==> config.mk <==
export PLATFORM = sky130hd
export DESIGN_NAME = swis_dp
export DESIGN_NICKNAME = d
export VERILOG_FILES = /design/src/rtl/core/swis_pkg.sv /design/src/rtl/core/swis_dp.sv
export SDC_FILE = /design/constraint.sdc
export NUM_CORES = 2
export LEC_CHECK = 0
export ABC_AREA = 0
export BUFFER_PORTS_ARGS = -buffer_cell sky130_fd_sc_hd__buf_2
export CAP_MARGIN = 20
export CORE_AREA = 2 2 251 253
export CTS_BUF_LIST = sky130_fd_sc_hd__clkbuf_4
export CTS_CLUSTER_DIAMETER = 120
export DETAILED_ROUTE_END_ITERATION = 10
export DIE_AREA = 0 0 253 255
export PLACE_DENSITY_LB_ADDON = 0.08
export SLEW_MARGIN = 25
export SYNTH_ARGS = -nofsm -noshare
export SYNTH_HDL_FRONTEND = slang
export SYNTH_SLANG_ARGS = --single-unit
export TNS_END_PERCENT = 30
==> constraint.sdc <==
create_clock -name clk -period 9.2 [get_ports clk]
set_input_delay 1.38 -clock clk [delete_from_list [all_inputs] [get_ports clk]]
set_output_delay 1.38 -clock clk [all_outputs]
set_load 0.02 [all_outputs]
==> src/rtl/core/swis_pkg.sv <==
`timescale 1ns / 1ps

package swis_pkg;

    localparam logic [7:0]  GAP_CHAR  = 8'd46;
    localparam logic [12:0] WL_RESET  = 13'd20;

    typedef enum logic [1:0] {
        CLS_DOUBLE_GAP = 2'd0,
        CLS_ONE_GAP    = 2'd1,
        CLS_COMMON     = 2'd2,
        CLS_IDENTICAL  = 2'd3
    } cls_t;

    typedef enum logic [3:0] {
        S_IDLE,
        S_UPD,
        S_CHK,
        S_WDIV,
        S_WMUL,
        S_WACC,
        S_FIN,
        S_FDIV_AVG,
        S_LDMSQ,
        S_FDIV_MSQ,
        S_FMUL,
        S_FSUB,
        S_SQRT,
        S_EMIT
    } state_t;

    typedef struct packed {
        logic cfg_write;
        logic accept;
        logic update;
        logic div_load_win;
        logic pid_zero;
        logic div_load_sum;
        logic div_load_sq;
        logic div_step;
        logic mul_pid;
        logic wacc;
        logic save_avg;
        logic save_msq;
        logic mul_avg;
        logic sqrt_load;
        logic sqrt_step;
        logic res_zero;
        logic emit;
    } cmd_t;

    typedef struct packed {
        logic w_zero;
        logic win_ok;
        logic common_zero;
        logic iter_last;
        logic is_last;
        logic wc_zero;
        logic out_free;
    } status_t;

    function automatic cls_t classify(input logic [7:0] a, input logic [7:0] b);
        cls_t c;
        if (a == GAP_CHAR || b == GAP_CHAR)
            c = (a == b) ? CLS_DOUBLE_GAP : CLS_ONE_GAP;
        else
            c = (a == b) ? CLS_IDENTICAL : CLS_COMMON;
        return c;
    endfunction

endpackage

==> src/rtl/core/swis_dp.sv <==
`timescale 1ns / 1ps

module swis_dp
    import swis_pkg::*;
#(
    parameter int MAX_LENGTH = 4096,
    parameter int FRAC_BITS  = 16
) (
    input  logic                          clk,
    input  logic                          rst_n,
    input  cmd_t                          cmd,
    output status_t                       st,
    input  logic [12:0]                   window_size,
    input  logic [7:0]                    residue_a,
    input  logic [7:0]                    residue_b,
    input  logic                          last,
    output logic                          ram_we,
    output logic [$clog2(MAX_LENGTH)-1:0] ram_waddr,
    output logic [1:0]                    ram_wdata,
    output logic                          ram_re,
    output logic [$clog2(MAX_LENGTH)-1:0] ram_raddr,
    input  logic [1:0]                    ram_rdata,
    output logic                          out_valid,
    input  logic                          out_ready,
    output logic [16:0]                   avg_identity,
    output logic [16:0]                   identity_stdev,
    output logic [12:0]                   window_count
);

    localparam int AW = $clog2(MAX_LENGTH);
    localparam int CW = $clog2(MAX_LENGTH + 1);
    localparam int PW = FRAC_BITS + 1;
    localparam int SW = PW + CW;
    localparam int IW = $clog2(PW + 1);

    logic [12:0]   wl_reg;
    logic          last_reg;
    cls_t          cls_reg;
    logic [AW-1:0] pos_reg;
    logic [CW-1:0] fill_reg, common_reg, ident_reg, dg_reg, wc_reg;
    logic [SW-1:0] sum_reg, sq_reg;

    logic [CW-1:0] drem_reg, ddiv_reg;
    logic [PW-1:0] dlow_reg;
    logic [IW-1:0] iter_reg;
    logic [2*PW-1:0] prod_reg;
    logic [PW-1:0] avg_reg, msq_reg;
    logic [2*PW-1:0] sop_reg;
    logic [PW-1:0] sres_reg;
    logic [PW+1:0] srem_reg;

    logic          out_valid_reg;
    logic [16:0]   out_avg_reg, out_sd_reg;
    logic [12:0]   out_wc_reg;

    logic [CW-1:0] w_eff;
    logic          full;
    cls_t          old_cls;
    logic [CW-1:0] pos_inc;
    logic [CW:0]   dtrial;
    logic          dge;
    logic [PW+3:0] sfull, strial;
    logic          sge;
    logic [PW-1:0] sqm, diff;
    logic [SW-1:0] win_dividend;
    logic          clear;

    function automatic logic [CW-1:0] bump(input logic [CW-1:0] v, input logic add,
                                           input logic sub);
        logic [CW-1:0] r;
        r = v;
        if (add && !sub) r = v + CW'(1);
        if (sub && !add) r = v - CW'(1);
        return r;
    endfunction

    assign w_eff   = (32'(wl_reg) > MAX_LENGTH) ? CW'(MAX_LENGTH) : CW'(wl_reg);
    assign full    = fill_reg >= w_eff;
    assign old_cls = cls_t'(ram_rdata);
    assign pos_inc = CW'(pos_reg) + CW'(1);
    assign dtrial  = {drem_reg, dlow_reg[PW-1]};
    assign dge     = dtrial >= {1'b0, ddiv_reg};
    assign sfull   = {srem_reg, sop_reg[2*PW-1 -: 2]};
    assign strial  = (PW+4)'({sres_reg, 2'b01});
    assign sge     = sfull >= strial;
    assign sqm     = PW'(prod_reg >> FRAC_BITS);
    assign diff    = (msq_reg > sqm) ? (msq_reg - sqm) : '0;
    assign win_dividend = SW'(ident_reg) << FRAC_BITS;
    assign clear   = cmd.cfg_write || cmd.emit;

    assign ram_re    = cmd.accept;
    assign ram_raddr = pos_reg;
    assign ram_we    = cmd.update;
    assign ram_waddr = pos_reg;
    assign ram_wdata = cls_reg;

    assign st.w_zero      = (w_eff == '0);
    assign st.win_ok      = (fill_reg == w_eff) && (dg_reg != w_eff)
                            && (32'(wc_reg) < MAX_LENGTH);
    assign st.common_zero = (common_reg == '0);
    assign st.iter_last   = (iter_reg == IW'(1));
    assign st.is_last     = last_reg;
    assign st.wc_zero     = (wc_reg == '0);
    assign st.out_free    = !out_valid_reg || out_ready;

    always_ff @(posedge clk or negedge rst_n)
    begin
        if (!rst_n)
        begin
            wl_reg        <= WL_RESET;
            pos_reg       <= '0;
            fill_reg      <= '0;
            common_reg    <= '0;
            ident_reg     <= '0;
            dg_reg        <= '0;
            wc_reg        <= '0;
            sum_reg       <= '0;
            sq_reg        <= '0;
            iter_reg      <= '0;
            out_valid_reg <= 1'b0;
        end
        else
        begin
            if (cmd.cfg_write)
                wl_reg <= window_size;

            if (clear)
            begin
                pos_reg    <= '0;
                fill_reg   <= '0;
                common_reg <= '0;
                ident_reg  <= '0;
                dg_reg     <= '0;
                wc_reg     <= '0;
                sum_reg    <= '0;
                sq_reg     <= '0;
            end
            else if (cmd.update)
            begin
                common_reg <= bump(common_reg, cls_reg[1], full && old_cls[1]);
                ident_reg  <= bump(ident_reg, cls_reg == CLS_IDENTICAL,
                                   full && old_cls == CLS_IDENTICAL);
                dg_reg     <= bump(dg_reg, cls_reg == CLS_DOUBLE_GAP,
                                   full && old_cls == CLS_DOUBLE_GAP);
                pos_reg    <= (pos_inc == w_eff) ? '0 : AW'(pos_inc);
                if (!full)
                    fill_reg <= fill_reg + CW'(1);
            end
            else if (cmd.wacc)
            begin
                sum_reg <= sum_reg + SW'(dlow_reg);
                sq_reg  <= sq_reg + SW'(prod_reg >> FRAC_BITS);
                wc_reg  <= wc_reg + CW'(1);
            end

            if (cmd.div_load_win || cmd.div_load_sum || cmd.div_load_sq || cmd.sqrt_load)
                iter_reg <= IW'(PW);
            else if (cmd.div_step || cmd.sqrt_step)
                iter_reg <= iter_reg - IW'(1);

            if (cmd.emit)
                out_valid_reg <= 1'b1;
            else if (out_ready)
                out_valid_reg <= 1'b0;
        end
    end

    // payload registers
    always_ff @(posedge clk)
    begin
        if (cmd.accept)
        begin
            cls_reg  <= classify(residue_a, residue_b);
            last_reg <= last;
        end

        if (cmd.div_load_win)
        begin
            drem_reg <= win_dividend[SW-1:PW];
            dlow_reg <= win_dividend[PW-1:0];
            ddiv_reg <= common_reg;
        end
        else if (cmd.div_load_sum)
        begin
            drem_reg <= sum_reg[SW-1:PW];
            dlow_reg <= sum_reg[PW-1:0];
            ddiv_reg <= wc_reg;
        end
        else if (cmd.div_load_sq)
        begin
            drem_reg <= sq_reg[SW-1:PW];
            dlow_reg <= sq_reg[PW-1:0];
            ddiv_reg <= wc_reg;
        end
        else if (cmd.pid_zero)
            dlow_reg <= '0;
        else if (cmd.div_step)
        begin
            drem_reg <= dge ? CW'(dtrial - {1'b0, ddiv_reg}) : dtrial[CW-1:0];
            dlow_reg <= {dlow_reg[PW-2:0], dge};
        end

        if (cmd.mul_pid)
            prod_reg <= (2*PW)'(dlow_reg) * (2*PW)'(dlow_reg);
        else if (cmd.mul_avg)
            prod_reg <= (2*PW)'(avg_reg) * (2*PW)'(avg_reg);

        if (cmd.res_zero)
            avg_reg <= '0;
        else if (cmd.save_avg)
            avg_reg <= dlow_reg;

        if (cmd.save_msq)
            msq_reg <= dlow_reg;

        if (cmd.sqrt_load)
        begin
            sop_reg  <= (2*PW)'({diff, {FRAC_BITS{1'b0}}});
            srem_reg <= '0;
            sres_reg <= '0;
        end
        else if (cmd.res_zero)
            sres_reg <= '0;
        else if (cmd.sqrt_step)
        begin
            srem_reg <= (PW+2)'(sge ? (sfull - strial) : sfull);
            sres_reg <= {sres_reg[PW-2:0], sge};
            sop_reg  <= sop_reg << 2;
        end

        if (cmd.emit)
        begin
            out_avg_reg <= 17'(avg_reg);
            out_sd_reg  <= 17'(sres_reg);
            out_wc_reg  <= 13'(wc_reg);
        end
    end

    assign out_valid      = out_valid_reg;
    assign avg_identity   = out_avg_reg;
    assign identity_stdev = out_sd_reg;
    assign window_count   = out_wc_reg;

endmodule

Word level (Yosys, flattened, before mapping)
Index checks and enable logic that the tools add are counted.

word-level totals
  word-level logic and storage cells = 176
  input bits = 52
  bits in registers = 371
  output and inout port bits = 83

cells by class
  eq/ne operators = 14
  $mul = 2
  add/subtract/negate cells = 15
  mux-type cells = 56
  bitwise gates (word level) = 1
  magnitude comparators = 6
  reductions and logical operators = 54

operators with widths
  kind                                                                   count
  13-bit 2-to-1 mux                                                      27
  30-bit 2-to-1 mux                                                      6
  17-bit 2-to-1 mux                                                      6
  33-bit 2-to-1 mux                                                      3
  17-bit by 17-bit multiplier with 34-bit output                         2
  34-bit 2-to-1 mux                                                      2
  13-bit by 1-bit adder with 13-bit output (second input constant)       5
  12-bit 2-to-1 mux                                                      4
  13-bit zero test                                                       3
  13-bit by 1-bit subtractor with 13-bit output (second input constant)  3
  30-bit by 17-bit adder with 30-bit output                              1
  30-bit by 18-bit adder with 30-bit output                              1
  13-bit == test                                                         2
  21-bit by 19-bit >= comparator with 1-bit output                       1
  19-bit 2-to-1 mux                                                      1
  19-bit subtractor                                                      1
  2-bit AND reduction                                                    9
  17-bit > comparator                                                    1
  17-bit subtractor                                                      1
  8-bit by 6-bit == test with 1-bit output (second input constant)       2
  3-bit nonzero test                                                     5
  14-bit by 13-bit >= comparator with 1-bit output                       1
  12-bit by 1-bit adder with 13-bit output (second input constant)       1
  13-bit >= comparator                                                   1
  23 further kinds                                                       59

Logic depth before layout (Yosys ltp)
  depth after elaboration = 10
  mapped depth = 24
  mapped depth without buffers = 24

Worst setup path after synthesis
OpenSTA, ideal clock, no wires.

  kind = register to register
  start point = reg dlow_reg[5]
  end point = reg prod_reg[27], data pin
  arrival time = 6437 ps
  library setup time = 268 ps
  required time = 8932 ps
  period minus slack after synthesis = 6706 ps
  stages on the path, launching flop included = 25
  buffers on the path = 2
  slack = 2494 ps
  cells stage by stage = dfxtp_1 clkbuf_1 clkbuf_1 nand2_1 fa_1 inv_1 fa_1 inv_1 fa_1 inv_1 fa_1 fa_1 inv_1 fa_1 inv_1 ha_1 and4_1 nor3b_1 a221oi_1 o31ai_1 a21oi_1 o21ai_0 a21oi_1 xor2_1 mux2i_1

between the ends
  word-level cells in the longest chain between the ends = 2

RTL lines
  what                                            RTL line        text
  from (decl)                                     swis_dp.sv:44   logic [PW-1:0] dlow_reg;
  from (signal assigned)                          swis_dp.sv:180  dlow_reg <= win_dividend[PW-1:0];
  from (signal assigned)                          swis_dp.sv:186  dlow_reg <= sum_reg[PW-1:0];
  from (signal assigned)                          swis_dp.sv:192  dlow_reg <= sq_reg[PW-1:0];
  17-bit by 17-bit multiplier with 34-bit output  swis_dp.sv:204  prod_reg <= (2*PW)'(dlow_reg) * (2*PW)'(dlow_reg);
  34-bit 2-to-1 mux                               swis_dp.sv:203  if (cmd.mul_pid)
  to (signal assigned)                            swis_dp.sv:204
  to (signal assigned)                            swis_dp.sv:206  prod_reg <= (2*PW)'(avg_reg) * (2*PW)'(avg_reg);
  to (decl)                                       swis_dp.sv:46   logic [2*PW-1:0] prod_reg;

Every way passes these cells.
A chain may end at the register's enable or synchronous reset.

Final worst setup path
  start point = reg dlow_reg[16]
  end point = reg prod_reg[32], data pin

Same word-level chain as after synthesis.

==> qor.csv <==
metric,value,unit
outcome,"complete, no violations",
grt_usage,27.91,%
drt_first_iter_violations,1506,
timing.final.crit_period,7.522,ns
grt-ovfl-total,0,
synth_top_area_cell,fa_1,
dominantRegCellSynth,dfrtp_1,
die_w,253,microns
p_total,4814,uW
dpl.cell_count,4760,
cts_buffer_depth,3,
post_cts_buffers,0,
hold_violations,0,
p_per_area,122.1,mW/mm^2
synth_edf_count,128,
cp_slowest_cell,edfxtp_1,
num_vias,27560,
grt_pass1_vias,28120,
rows,92,
core_area,0.06216,sq mm
clk_pin_slew,0.07,ns
ys_seq_area_share,24.98,%
hold_path.class,reg2reg,
path_cells,clkinv_1 > nor2_1 > xnor2_1 > ha_1 > a21o_1 > fa_1 > fa_1 > fa_1 > fa_1 > inv_1 > fa_1 > inv_1 > ha_1 > a21o_1 > a21o_1 > a2111oi_0 > o31ai_1 > a21oi_1 > o21ai_0 > a21oi_1 > xor2_1 > mux2i_1,
syn2layout_area_growth,7.360,%
post-dp-hpwl,65.88,mm
crit_fanout,15,
numClockSinks,355,
port_buffers,134,
setup_violations,0,
antenna_found_initial,4,
clk_latency,0.88,ns
nets,4859,
numCtsBuffers,105,
cp_num_buf_inv,3,
relSlewSlack,29.60,%
irDropWorstVdd,0.2152,mV
postRouteAntennaNets,0,
drv_slew,0,
fin_skew,0.06148,ns
fin_tns_setup,0,ns
worst_setup_path_start_kind,register,
reg2reg_depth,22,
cts.htree.levels,3,
tightestPinTransition,1.054,ns
cp.arrival,8.11,ns
max_freq,0.1329,GHz
rsz0062_at_grt,no,
end_kind,register,
maxCapViolCount,0,
synth_cells,3947,
syn_area_per_cell,9.304,sq um
drt-pass1-iter-count,6,
syn_nets,4738,
cts_resized,0,
cts_tree,built,
min_path_cells,2,
yosys_warnings,0,
dieArea,0.06452,sq mm
netlist_area,0.03672,sq mm
synth-seq-cells,355,
wirelength,86.50,mm
crit_path_frequent_cell,fa_1,
finalNonFillerCells,4958,
routed_via_density,5.559,
start_util,59.08,%
required,9.78,ns
worstSetupPathType,reg2reg,
gp_congestion,0.8874,
hold-worst-slack,0.4597,ns
fp.dieH,255,microns
synth_top_area_share,20.93,%
synthTopCellsByArea,"fa_1 (21%), ha_1 (12%), dfrtp_1 (10%)",
grt_max_degree,108,
cts-root-buf,clkbuf_4,
wl_per_cell,17.45,microns
leakage,0.02036,uW
finalCritPeriodShare,81.76,%
ys_async_sr_fraction,43.94,%
final_layout_size_suffix_gt1_share,10.08,%
ios,135,
synthDistinctLibCells,94,
cp_top_family,adder cells,
drcViolationCount,0,
fillers,5308,
cpPeakStageDelay,0.86,ns
grt_pass1_wl,143.4,mm
path_depth,22,
cts_hold_buf,0,
## Yosys cell counts, types with 53 or more instances
master	instances
mux2i_1	71
nand3_1	53
clkbuf_1	108
nor3_1	61
xor2_1	67
edfxtp_1	128
o21ai_0	135
dfxtp_1	71
a21oi_1	215
nand2_1	357
dfrtp_1	154
inv_1	678
and2_1	99
nor2_1	256
ha_1	355
xnor2_1	143
fa_1	384
## where the power goes
| group | switching [uW] | total [uW] | internal (uW) | leakage [uW] |
|---|---|---|---|---|
| Clock | 752 | 1590 | 836 | 0.000835 |
| Combinational | 784 | 1430 | 649 | 0.0155 |
| Sequential | 70.5 | 1790 | 1720 | 0.00407 |
## tightest hold or removal path, cell delays in order (launching register included)
cell	delay (ns)
edfxtp_1	0.33
nand3_1	0.06
o21ai_0	0.06
## final timing paths
check | startpoint | to | slack [ns]
max | dlow_reg[16] | prod_reg[32] | 1.68
min | sop_reg[31] | sop_reg[33] | 0.46
max reg2reg | dlow_reg[16] | prod_reg[32] | 1.68
min reg2reg | sop_reg[31] | sop_reg[33] | 0.46
max in group asynchronous | rst_n | sq_reg[29] | 7.29
min in group asynchronous | rst_n | wc_reg[10] | 0.66
## area by class of cell
type,count,area (sq um),area share (%)
Clock inverter,33,178.9,0.4538
Clock buffer,163,1224,3.104
Tap cell,799,999.7,2.536
Inverter,679,2549,6.465
Sequential cell,355,9171,23.26
Antenna cell,2,5.005,0.01269
Multi-Input combinational cell,2759,24360,61.79
Timing Repair Buffer,168,934.6,2.371
## logic make-up after synthesis
family	count (synthesis)	synth area share [%]
buffers and inverters	833	8.753
XOR/XNOR	214	5.257
AND/OR/NAND/NOR	1060	13.82
flip-flops	355	24.98
adder cells (fa/ha/maj)	739	33.03
multiplexers	100	2.825
AO/OA/AOI/OAI	646	11.34
## metrics by stage
| step | setup WS (ns) | util [%] | area (sq um) |
|---|---|---|---|
| detailed placement | 1.702 | 61.16 | 38010 |
| global route | 1.176 | 63.42 | 39420 |
| floorplan | 2.494 | - | 36720 |
| finish | 1.678 | 63.42 | 39420 |
| global placement | 1.884 | 61.16 | 38010 |
| CTS | 1.678 | 63.41 | 39420 |
## metal layers
metal | share of wire [%] | routed length (microns) | global-route usage, %
met5 | 0 | 0 | 0
met4 | 2.6 | 2227 | 9.332
met3 | 5.4 | 4629 | 4.292
met2 | 48 | 41580 | 46.71
met1 | 44 | 38070 | 37.28
## placed cells by master (no fill, tap or decap), types with 15 or more instances in the layout
master | Yosys | layout
dfxtp_1 | 71 | 71
a211oi_1 | 27 | 27
and3_1 | 29 | 29
edfxtp_1 | 128 | 128
nand2b_1 | 28 | 28
nand2_1 | 357 | 357
a22o_1 | 29 | 29
xor2_1 | 67 | 67
o21a_1 | 17 | 17
mux2_2 | 29 | 29
nand3_1 | 53 | 53
o22ai_1 | 18 | 18
nor2_1 | 256 | 255
or3_1 | 30 | 30
o21bai_1 | 19 | 19
ha_1 | 355 | 355
dfrtp_1 | 154 | 154
mux2i_1 | 71 | 71
nor2b_1 | 35 | 34
xnor2_1 | 143 | 143
o21ai_0 | 135 | 135
clkinv_1 | 1 | 22
buf_2 | 7 | 133
nor3b_1 | 15 | 15
nor3_1 | 61 | 60
a21oi_1 | 215 | 214
and2_1 | 99 | 99
clkbuf_4 | 0 | 163
a21o_1 | 49 | 49
inv_1 | 678 | 678
fa_1 | 384 | 384
buf_4 | 16 | 34
nand4_1 | 25 | 25
(Power assumes the default switching activity.)
