## config.mk

```make
export PLATFORM = sky130hd
export DESIGN_NAME = swis_ctrl
export DESIGN_NICKNAME = d
export VERILOG_FILES = /design/src/rtl/core/swis_pkg.sv /design/src/rtl/core/swis_ctrl.sv
export SDC_FILE = /design/constraint.sdc
export NUM_CORES = 1
export LEC_CHECK = 0
export BUFFER_PORTS_ARGS = -buffer_cell sky130_fd_sc_hd__buf_2
export CORE_MARGIN = 10
export CORE_UTILIZATION = 42
export DETAILED_ROUTE_END_ITERATION = 10
export GPL_TIMING_DRIVEN = 0
export PLACE_DENSITY_LB_ADDON = 0.1
export SETUP_SLACK_MARGIN = 0.05
export SLEW_MARGIN = 20
export SYNTH_ARGS = -nofsm -noshare
export SYNTH_HDL_FRONTEND = slang
export SYNTH_SLANG_ARGS = --single-unit
```

## constraint.sdc

```tcl
create_clock -name clk -period 1.9 [get_ports clk]
set_input_delay 0.475 -clock clk [delete_from_list [all_inputs] [get_ports clk]]
set_output_delay 0.475 -clock clk [all_outputs]
set_load 0.02 [all_outputs]
```

## src/rtl/core/swis_pkg.sv

```systemverilog
`timescale 1ns / 1ps

package swis_pkg;

    localparam logic [7:0]  GAP_CHAR  = 8'd46;
    localparam logic [12:0] WL_RESET  = 13'd20;

    typedef enum logic [1:0] {
        CLS_DOUBLE_GAP = 2'd0,
        CLS_ONE_GAP    = 2'd1,
        CLS_COMMON     = 2'd2,
        CLS_IDENTICAL  = 2'd3
    } cls_t;

    typedef enum logic [3:0] {
        S_IDLE,
        S_UPD,
        S_CHK,
        S_WDIV,
        S_WMUL,
        S_WACC,
        S_FIN,
        S_FDIV_AVG,
        S_LDMSQ,
        S_FDIV_MSQ,
        S_FMUL,
        S_FSUB,
        S_SQRT,
        S_EMIT
    } state_t;

    typedef struct packed {
        logic cfg_write;
        logic accept;
        logic update;
        logic div_load_win;
        logic pid_zero;
        logic div_load_sum;
        logic div_load_sq;
        logic div_step;
        logic mul_pid;
        logic wacc;
        logic save_avg;
        logic save_msq;
        logic mul_avg;
        logic sqrt_load;
        logic sqrt_step;
        logic res_zero;
        logic emit;
    } cmd_t;

    typedef struct packed {
        logic w_zero;
        logic win_ok;
        logic common_zero;
        logic iter_last;
        logic is_last;
        logic wc_zero;
        logic out_free;
    } status_t;

    function automatic cls_t classify(input logic [7:0] a, input logic [7:0] b);
        cls_t c;
        if (a == GAP_CHAR || b == GAP_CHAR)
            c = (a == b) ? CLS_DOUBLE_GAP : CLS_ONE_GAP;
        else
            c = (a == b) ? CLS_IDENTICAL : CLS_COMMON;
        return c;
    endfunction

endpackage

```

## src/rtl/core/swis_ctrl.sv

```systemverilog
`timescale 1ns / 1ps

module swis_ctrl
    import swis_pkg::*;
(
    input  logic    clk,
    input  logic    rst_n,
    input  logic    in_valid,
    output logic    in_ready,
    input  logic    cfg_valid,
    output logic    cfg_ready,
    input  status_t st,
    output cmd_t    cmd
);

    state_t state_reg, state_next;

    always_ff @(posedge clk or negedge rst_n)
    begin
        if (!rst_n)
            state_reg <= S_IDLE;
        else
            state_reg <= state_next;
    end

    always_comb
    begin
        state_next = state_reg;
        unique case (state_reg)
            S_IDLE:
            begin
                if (!cfg_valid && in_valid)
                    state_next = st.w_zero ? S_FIN : S_UPD;
            end
            S_UPD:      state_next = S_CHK;
            S_CHK:
            begin
                if (!st.win_ok)
                    state_next = S_FIN;
                else if (st.common_zero)
                    state_next = S_WMUL;
                else
                    state_next = S_WDIV;
            end
            S_WDIV:     if (st.iter_last) state_next = S_WMUL;
            S_WMUL:     state_next = S_WACC;
            S_WACC:     state_next = S_FIN;
            S_FIN:
            begin
                if (!st.is_last)
                    state_next = S_IDLE;
                else if (st.wc_zero)
                    state_next = S_EMIT;
                else
                    state_next = S_FDIV_AVG;
            end
            S_FDIV_AVG: if (st.iter_last) state_next = S_LDMSQ;
            S_LDMSQ:    state_next = S_FDIV_MSQ;
            S_FDIV_MSQ: if (st.iter_last) state_next = S_FMUL;
            S_FMUL:     state_next = S_FSUB;
            S_FSUB:     state_next = S_SQRT;
            S_SQRT:     if (st.iter_last) state_next = S_EMIT;
            S_EMIT:     if (st.out_free) state_next = S_IDLE;
            default:    state_next = S_IDLE;
        endcase
    end

    always_comb
    begin
        cmd       = '0;
        in_ready  = 1'b0;
        cfg_ready = 1'b0;
        unique case (state_reg)
            S_IDLE:
            begin
                cfg_ready      = 1'b1;
                in_ready       = !cfg_valid;
                cmd.cfg_write  = cfg_valid;
                cmd.accept     = !cfg_valid && in_valid;
            end
            S_UPD:      cmd.update = 1'b1;
            S_CHK:
            begin
                cmd.pid_zero     = st.win_ok && st.common_zero;
                cmd.div_load_win = st.win_ok && !st.common_zero;
            end
            S_WDIV:     cmd.div_step = 1'b1;
            S_WMUL:     cmd.mul_pid = 1'b1;
            S_WACC:     cmd.wacc = 1'b1;
            S_FIN:
            begin
                cmd.res_zero     = st.is_last && st.wc_zero;
                cmd.div_load_sum = st.is_last && !st.wc_zero;
            end
            S_FDIV_AVG: cmd.div_step = 1'b1;
            S_LDMSQ:
            begin
                cmd.save_avg    = 1'b1;
                cmd.div_load_sq = 1'b1;
            end
            S_FDIV_MSQ: cmd.div_step = 1'b1;
            S_FMUL:
            begin
                cmd.save_msq = 1'b1;
                cmd.mul_avg  = 1'b1;
            end
            S_FSUB:     cmd.sqrt_load = 1'b1;
            S_SQRT:     cmd.sqrt_step = 1'b1;
            S_EMIT:     cmd.emit = st.out_free;
            default:    cmd = '0;
        endcase
    end

endmodule

```

=== Yosys cells after proc, flatten, opt, wreduce, memory -nomap -nowiden ===
Index checks and enable logic that the tools add are counted.

* Equality and inequality tests: 19
* Mux-type cells: 27
* Reductions and logical operators: 11

{| class="wikitable"
|+ Operator list
! kind !! count
|-
| one-hot mux 4 bit (14 select lines) || 1
|-
| two-way mux 4 bit || 8
|-
| equality test 4 bit (second input constant) || 6
|-
| equality test 4 x 3 -> 1 bit (second input constant) || 4
|-
| two-way mux 1 bit || 12
|-
| != test 2 bit (second input constant) || 6
|-
| two-way mux 3 bit || 3
|-
| equality test 4 x 2 -> 1 bit (second input constant) || 2
|-
| two-way mux 2 bit || 3
|-
| AND reduction 6 bit || 1
|-
| logical AND 1 bit || 5
|-
| equality test 4 x 1 -> 1 bit (second input constant) || 1
|-
| logical NOT 4 bit || 1
|-
| logical NOT 1 bit || 3
|-
| OR reduction 3 bit || 1
|}

* Flip-flop bits (word level): 4
* Input bits: 11

=== Longest topological paths before layout ===
Gate-level depths: netlist of run 1.

* Depth after elaboration: 4
* Mapped depth: 5
* Depth with buffers taken out: 4

=== Least setup slack after synthesis of run 1 ===
OpenSTA, ideal clock, no wires.

* Kind: reg2out
* Start: register state_reg[3]
* End: output port cmd[15] in the netlist's numbering
* Data arrival time: 1.600 ns
* Slack: -0.175 ns
* Stages on the path, launching flop included: 5
* Buffers on the path: 1
* Cell sequence: dfrtp_1 buf_4 or4_4 nor2_1 and2_1

{| class="wikitable"
|+ RTL lines
! element !! line !! text
|-
| start, declared || swis_ctrl.sv:16 || <nowiki>state_t state_reg, state_next;</nowiki>
|-
| start signal, assigned || swis_ctrl.sv:23 || <nowiki>state_reg <= state_next;</nowiki>
|-
| end, declared || swis_ctrl.sv:13 || <nowiki>output cmd_t cmd</nowiki>
|}

==> impl_summary.md, run 1 <==
Clock network
Clock tree synthesis selected as its root buffer the cell clkbuf_4. In this run the number of H-tree levels came out at 1. Counting the buffers created by CTS gives 3. The clock drives 4 sinks. TritonCTS built the clock tree.

The clock transition at the registers of the reported paths is ~0.040 ns. At the later pin of the worst-skew pair, clock insertion delay measures 0.23 ns. The worst-case clock buffer depth is 2.

Die
From bottom edge to top edge, the die measures 56.1 microns. The total area inside the core boundary comes to 1170 sq um. The total I/O pin count is 30.

After floorplanning, the core was divided into 12 placement rows. The overall die area is 3150 sq um. The initial standard-cell utilization of the core is 0.468. In this run the horizontal extent of the chip is about 56 microns.

Critical path
The worst reg2reg path startpoint is state_reg[0]$_DFFE_PN0P_. At the worst endpoint, the arrival time is approximately 1.6 ns. In this run the worst path has a maximum fanout of 4. STA classifies the critical path startpoint as a flip-flop. For the worst setup path, the data required time is approximately 1.4 ns. The cell count of the worst reg-to-reg path is 5.

In this run the critical register-to-register path is captured at state_reg[0]$_DFFE_PN0P_. The register-to-register path setup slack is 0.10 ns. On the critical path, the stage with the largest delay is an instance of or4_4. The critical path class is reg2out. The cell family contributing the most delay on the critical path is simple AND/OR/NAND/NOR gates. The kind of capture point of the worst setup path is a primary output.

The largest stage delay on the critical path is between 0.5 and 0.6 ns. The number of buffers and inverters on the critical path is 1. Walking the worst path, the cells encountered are or4_4 > nor2_4 > and2_4 > buf_6.

Yosys
The sequential-to-total area share from yosys stat is 0.183. In this run, synthesis produced a sequential element count of 4. The compound-gate portion of the synthesized area is 0.256.

Of the total synthesized cell area, the portion taken by AND, OR, NAND and NOR gates is 0.379. Of the total synthesized cell area, the portion taken by XOR and XNOR cells is 0. The number of different library cells in the post-synthesis netlist is 34.

For this run, the leading register cell type out of synthesis is dfrtp_1. In the synthesized netlist the async set-or-reset flop fraction comes to 1.00. When the netlist entered floorplanning its net count stood at 83.

The number of flops mapped to enable cells by yosys is 0. After synthesis, the largest family of logic cells by area is simple AND/OR/NAND/NOR gates. The synthesized netlist occupies a cell area of 548 sq um. For this run, the number of Yosys warnings is 0.

Of the total synthesized cell area, the portion taken by full adders, half adders and majority gates is 0. The number of instances in the synthesized netlist is just over 70. The mux contribution to synthesized area is 0.0548. The synthesized area per cell is between 7 and 8 sq um.

Finish
From synthesis to final layout, the design area changed by 71.9%. The number of nets in the layout is 129. The flip-flop count of the largest register after layout is 4.

Leaving out fill and tap cells, the most frequent cells in the layout are buf_4, buf_2, buf_6. Leaving out fill and tap cells, the most frequent cell in the layout is buf_4. The final instance area is around 940 sq um. The fraction of layout instances using a drive strength above 1 is 0.595. The repair_antennas step left the layout with diodes totalling 0.

Timing
The transition at the pin with the smallest max-transition slack is 0.233 ns. The maximum clock skew at final layout is between 0.003 and 0.004 ns. Static timing analysis puts the maximum clock frequency at 485 MHz. Setup violations remaining at the end of the flow were counted as 6. After layout, the worst setup slack is -0.160 ns. For the finished layout, the period the worst path requires is 2.06 ns. The worst max-slew margin expressed relative to the limit is 0.843. The share of the clock period used by the worst path is 1.08. The count of pins over their slew limit is 0. The number of hold violations in the final report was 0. Setup repair after global routing could not meet its margin everywhere.

Flow run
Across the run, the number of max-cap violations was 0.

Global routing
The via count of the first global-routing pass is 666. The number of antenna violations at the first check in global routing came to 0. The wire length of the first global-routing pass is about 2900 microns.

met2 is the most crowded layer. Entering global routing, the biggest net connects 11 pins. The global-route congestion overflow total is 0. In the global route stage, overall resource usage came out at 0.108. The global routing usage on met3 is 0.0524.

The global routing usage on met2 is 0.187. For this run, global-route usage on met1 was measured as 0.116.

Outcome
The checks that failed: negative setup slack. The flow ran to the end, but the final reports show violations.

Power
The static leakage is 0.501 nW. The power density relative to cell area is between 1000 and 1500 nW/um^2. The post-route total power is 1.38 mW.

Across the VDD grid, the largest voltage drop is 745 uV.

Placement
The cell area after placement is 718 sq um. The number of buffers added on ports is 29. The placement-stage worst setup slack is 0.00688 ns. Routability-driven placement finished with a final weighted congestion of ~0.85. After legalization and detailed placement, the total HPWL measured 1310 microns.

Route
The detailed-routing iteration count for the pre-antenna-repair pass is 4. Using the TritonRoute via totals, the vias-per-cell ratio works out to 5.25. The final route contains about 680 vias.

The total length of routed wires is roughly 1800 microns. The per-cell routed wire length is 13.9 microns. The number of remaining DRC errors is 0. The number of design-rule violations left by the first detailed-router iteration is 18. The count of nets left with antenna violations once routing finished came out at 0.

Hold path
The kind of path behind the tightest hold check is in2async.
-- power breakdown --
group / switching (mW) / leakage (nW) / internal, mW / total (mW)
combinational: 0.569 / 0.439 / 0.548 / 1.12
sequential: 0.0304 / 0.0473 / 0.131 / 0.162
clock: 0.0323 / 0.0138 / 0.0705 / 0.103
-- logic make-up after synthesis --
logic type,count (synthesis)
flops,4
compound gates,16
buf+inv,15
mux,2
simple gates,35
-- area by class of cell --
type	count	area, sq um
Inverter	9	33.8
Fill cell	80	229
Buffer	6	48.8
Multi-Input combinational cell	53	429
Timing Repair Buffer	41	289
Tap cell	14	17.5
Clock buffer	3	22.5
Sequential cell	4	101
-- worst reg2reg max path: cells and delay by family, from the launching register on --
kind                   cells  cell delay, ns
AOI/OAI and AO/OA          1            0.13
buffers and inverters      1            0.17
DFF                        1            0.41
muxes                      1            0.30
and+or+nand+nor            2            0.67
-- synth_stat cells (2+ instances only) --
cell type | number | area, sq um
inv_1 | 8 | 30.0
buf_2 | 2 | 10.0
nand4bb_1 | 2 | 22.5
nand2_1 | 3 | 11.3
and2_1 | 2 | 12.5
nand2b_1 | 4 | 25.0
a31oi_1 | 2 | 12.5
mux2_4 | 2 | 30.0
o21ai_0 | 2 | 10.0
nor3_1 | 6 | 30.0
nor2_1 | 7 | 26.3
buf_4 | 3 | 22.5
nor2b_1 | 3 | 18.8
a21o_1 | 2 | 15.0
dfrtp_1 | 4 | 100
nand3b_1 | 2 | 15.0
-- metal layers --
layer / vias up / wire length [microns]
met3: 0 / 111
met4: 0 / 0
met2: 19 / 953
li1: 343 / -
met5: - / 0
met1: 320 / 736
-- timing repair --
| action | 4_1_cts | 5_1_grt |
|---|---|---|
| endpoints found under the setup margin | 12 | 15 |
| pin swaps | 2 | 0 |
| buffers inserted | 7 | 5 |
| hold buffers | 0 | 0 |
| resized for setup | 23 | 13 |
| hold endpoints to repair | 0 | 0 |
-- stage by stage --
step | setup TNS [ns] | hold WS (ns) | util | instances
after global placement | 0 | 0.278 | 0.613 | 115
after global routing | -1.18 | 0.0195 | 0.804 | 130
after detailed placement | 0 | 0.283 | 0.613 | 115
after CTS | -0.511 | 0.0325 | 0.740 | 125
after floorplan | -0.0623 | 0.179 | - | 72
final | -0.521 | 0.0397 | 0.804 | 130
-- worst max path at each step --
stage | startpoint | depth (start not counted) | endpoint
global placement | state_reg[0]$_DFFE_PN0P_ | 4 | cmd[15]
detailed placement | state_reg[0]$_DFFE_PN0P_ | 4 | cmd[15]
global route | state_reg[0]$_DFFE_PN0P_ | 4 | cmd[15]
finish | state_reg[0]$_DFFE_PN0P_ | 4 | cmd[15]
floorplan | state_reg[3]$_DFFE_PN0P_ | 4 | cmd[15]
CTS | state_reg[0]$_DFFE_PN0P_ | 4 | cmd[15]
Note: power is estimated with default switching activity, not from simulation.
==> run 2, diff against run 1 <==
- CORE_MARGIN: 10 -> default
==> run 2 against run 1 <==
  * Clock-buffer cell count unchanged
  * Critical path depth unchanged
  * Fmax down 1.3%
  * First-iteration DRC count is 5.6% higher
  * Sequential cell count unchanged
  * Clock skew about the same
  * The flow still finishes with violations (negative setup slack)
==> impl_summary.md, run 2 (synthesis gave the netlist of run 1 again) <==
Die
The die width was 38.1 microns (-32%). The overall die area is 1450 sq um (-54%). The core box area is 1160 sq um (-1.3%). The height of the die came to 38.1 microns (-32%). The initial standard-cell utilization of the core was 0.474 (+0.00608).

The row count was 12 (unchanged). The total I/O pin count came to 30 (unchanged).

Route
The per-cell routed wire length is 14.8 microns (+6.8%). The final antenna-violating net count is 0 (unchanged). The via density per instance is 5.51 (+5.1%). The detailed-route via count is 744 (+9.1%). The number of remaining DRC errors is 0 (unchanged). The total length of routed wires is 2000 microns (+11%).

The number of design-rule violations left by the first detailed-router iteration is 19 (+1). The detailed-routing iteration count for the pre-antenna-repair pass came to 4 (unchanged).

Clock network
The clock transition at the registers of the reported paths was 0.04 ns (about the same). The worst-case clock buffer depth was 2 (unchanged). The clock root buffer is clkbuf_4. The clock latency on the worst-skew pair is 0.23 ns (about the same).

The CTS buffer count is 3 (unchanged). The TritonCTS sink count is 4 (unchanged). TritonCTS built the clock tree. The H-tree level count is 1 (unchanged).

Critical path
Grouping stages by cell kind, the critical path spends the most delay in simple AND/OR/NAND/NOR gates. The register-to-register path setup slack came to 0.06 ns (-0.04 ns). Walking the worst path, the cells encountered are or4_4 > nor2_4 > and2_1 > buf_4. In this run the critical register-to-register path is captured at state_reg[1]$_DFFE_PN0P_. The top fanout value on the critical path came to 3 (-1). The worst setup path is of the reg2out kind. The largest stage delay on the critical path is 0.59 ns (about the same). The kind of capture point of the worst setup path is a primary output. The worst reg2reg path startpoint is state_reg[0]$_DFFE_PN0P_.

The required time of the worst setup path is 1.42 ns (about the same). On the critical path, the stage with the largest delay is an instance of or4_4. The buffering stage count on the worst path with inverters included is 1 (unchanged). The worst setup path is launched from a flip-flop. The worst path arrival time is 1.61 ns (+0.03 ns).

The cell count of the worst reg-to-reg path is 7 (+2).

Timing
The share of the clock period used by the worst path is 1.10 (+0.0148). The count of pins over their slew limit is 0 (unchanged). The top achievable clock speed was 479 MHz (-1.3%).

The final setup violation count is 8 (+2). The worst hold margin is 0.0417 ns (+0.00200 ns). The final setup slack of the worst path came to -0.188 ns (-0.0281 ns).

The final total negative setup slack is -0.576 ns (-0.0550 ns). The number of hold violations in the final report was 0 (unchanged). The transition at the pin with the smallest max-transition slack is 0.274 ns (+0.0412 ns). The post-route minimum period came to 2.09 ns (+0.0281 ns). The maximum clock skew at final layout is 0.00282 ns (-0.000311 ns). The worst max-slew margin expressed relative to the limit was 0.817 (-0.0266). Setup repair after global routing could not meet its margin everywhere.

Global routing
The combined global-route utilization of all metal layers is 0.244 (+0.136). The global routing usage on met3 is 0.0116 (-0.0408). The most crowded layer after global routing is met2. The number of antenna violations at the first check in global routing was 0 (unchanged). The maximum number of pins on one net before global-route repair is 11 (unchanged).

The via count of the first global-routing pass is 623 (-6.5%). The global routing met1 resource utilization is 0.273 (+0.157). The wire length of the first global-routing pass is 2500 microns (-14%). The global routing usage on met2 is 0.449 (+0.262).

The global-route congestion overflow total is 0 (unchanged).

Outcome
The checks that failed: negative setup slack. The run finished, with violations left.

Power
The static leakage is 0.542 nW (+8.3%). The post-route total power came to 1.63 mW (+18%). The power density relative to cell area is 1590 nW/um^2 (+8.4%). The worst-case vdd ir drop was 1220 uV (+64%).

Finish
Compared with the post-synthesis result, the final layout area differs by 87.4%. The final cell count without fillers came to 135 (+3.8%). The final instance area is 1030 sq um (+9.0%). The antenna diode count is 0 (unchanged). The fraction of layout instances using a drive strength above 1 is 0.645 (+0.0498). The number of nets in the layout is 134 (+3.9%). The utilization of the core after routing is 0.889 (+0.0840).

The most common cell after layout, fill and taps aside is buf_4. The top cell types in the final layout, fill and taps aside, are buf_4, buf_2, buf_6. The flip-flop count of the largest register after layout came to 4 (unchanged).

Hold path
The min-delay analysis places its worst path in the category in2async.

Placement
The total placed cells including tap cells is 115 (unchanged). The HPWL reported at the end of detailed placement is 1030 microns (-21%). The number of buffers added on ports is 29 (unchanged). The placer's final routability congestion estimate is 0.798 (-6.6%).

The placement-stage worst setup slack is 0.0487 ns (+0.0418 ns). The cell area after placement is 718 sq um (unchanged).

Flow run
The number of maximum-capacitance constraint violations came to 0 (unchanged).
## run 2: report_power, final
part / switching [mW] / internal (mW)
Combinational: 0.673 / 0.693
Sequential: 0.0375 / 0.129
Clock: 0.0291 / 0.0702
## run 2: how the worst max path moves through the flow
stage                        startpoint       to  slack [ns]  cells past startpoint
2_1_floorplan  state_reg[3]$_DFFE_PN0P_  cmd[15]       -0.06                      4
3_3_place_gp   state_reg[0]$_DFFE_PN0P_  cmd[15]        0.05                      4
3_5_place_dp   state_reg[0]$_DFFE_PN0P_  cmd[15]        0.05                      4
4_1_cts        state_reg[0]$_DFFE_PN0P_  cmd[15]       -0.11                      4
5_1_grt        state_reg[0]$_DFFE_PN0P_  cmd[15]       -0.21                      4
6_report       state_reg[0]$_DFFE_PN0P_  cmd[15]       -0.19                      4
## run 2: repair_timing
item                                    4_1_cts  5_1_grt
endpoints found under the setup margin       11       17
hold buffers                                  0        0
buffers inserted                              9        9
resized for setup                            20       31
pin swaps                                     3        5
## run 2: layout make-up
| type | instances | area (sq um) |
|---|---|---|
| Tap cell | 14 | 17.5 |
| Clock buffer | 3 | 22.5 |
| Buffer | 6 | 56.3 |
| Timing Repair Buffer | 46 | 337 |
| Sequential cell | 4 | 100 |
| Fill cell | 64 | 129 |
| Inverter | 9 | 33.8 |
| Multi-Input combinational cell | 53 | 460 |
## run 2: per-layer routing
| layer | up-vias | wire length (microns) |
|---|---|---|
| li1 | 353 | - |
| met5 | - | 0 |
| met1 | 349 | 817 |
| met3 | 6 | 93 |
| met4 | 0 | 21 |
| met2 | 36 | 1060 |
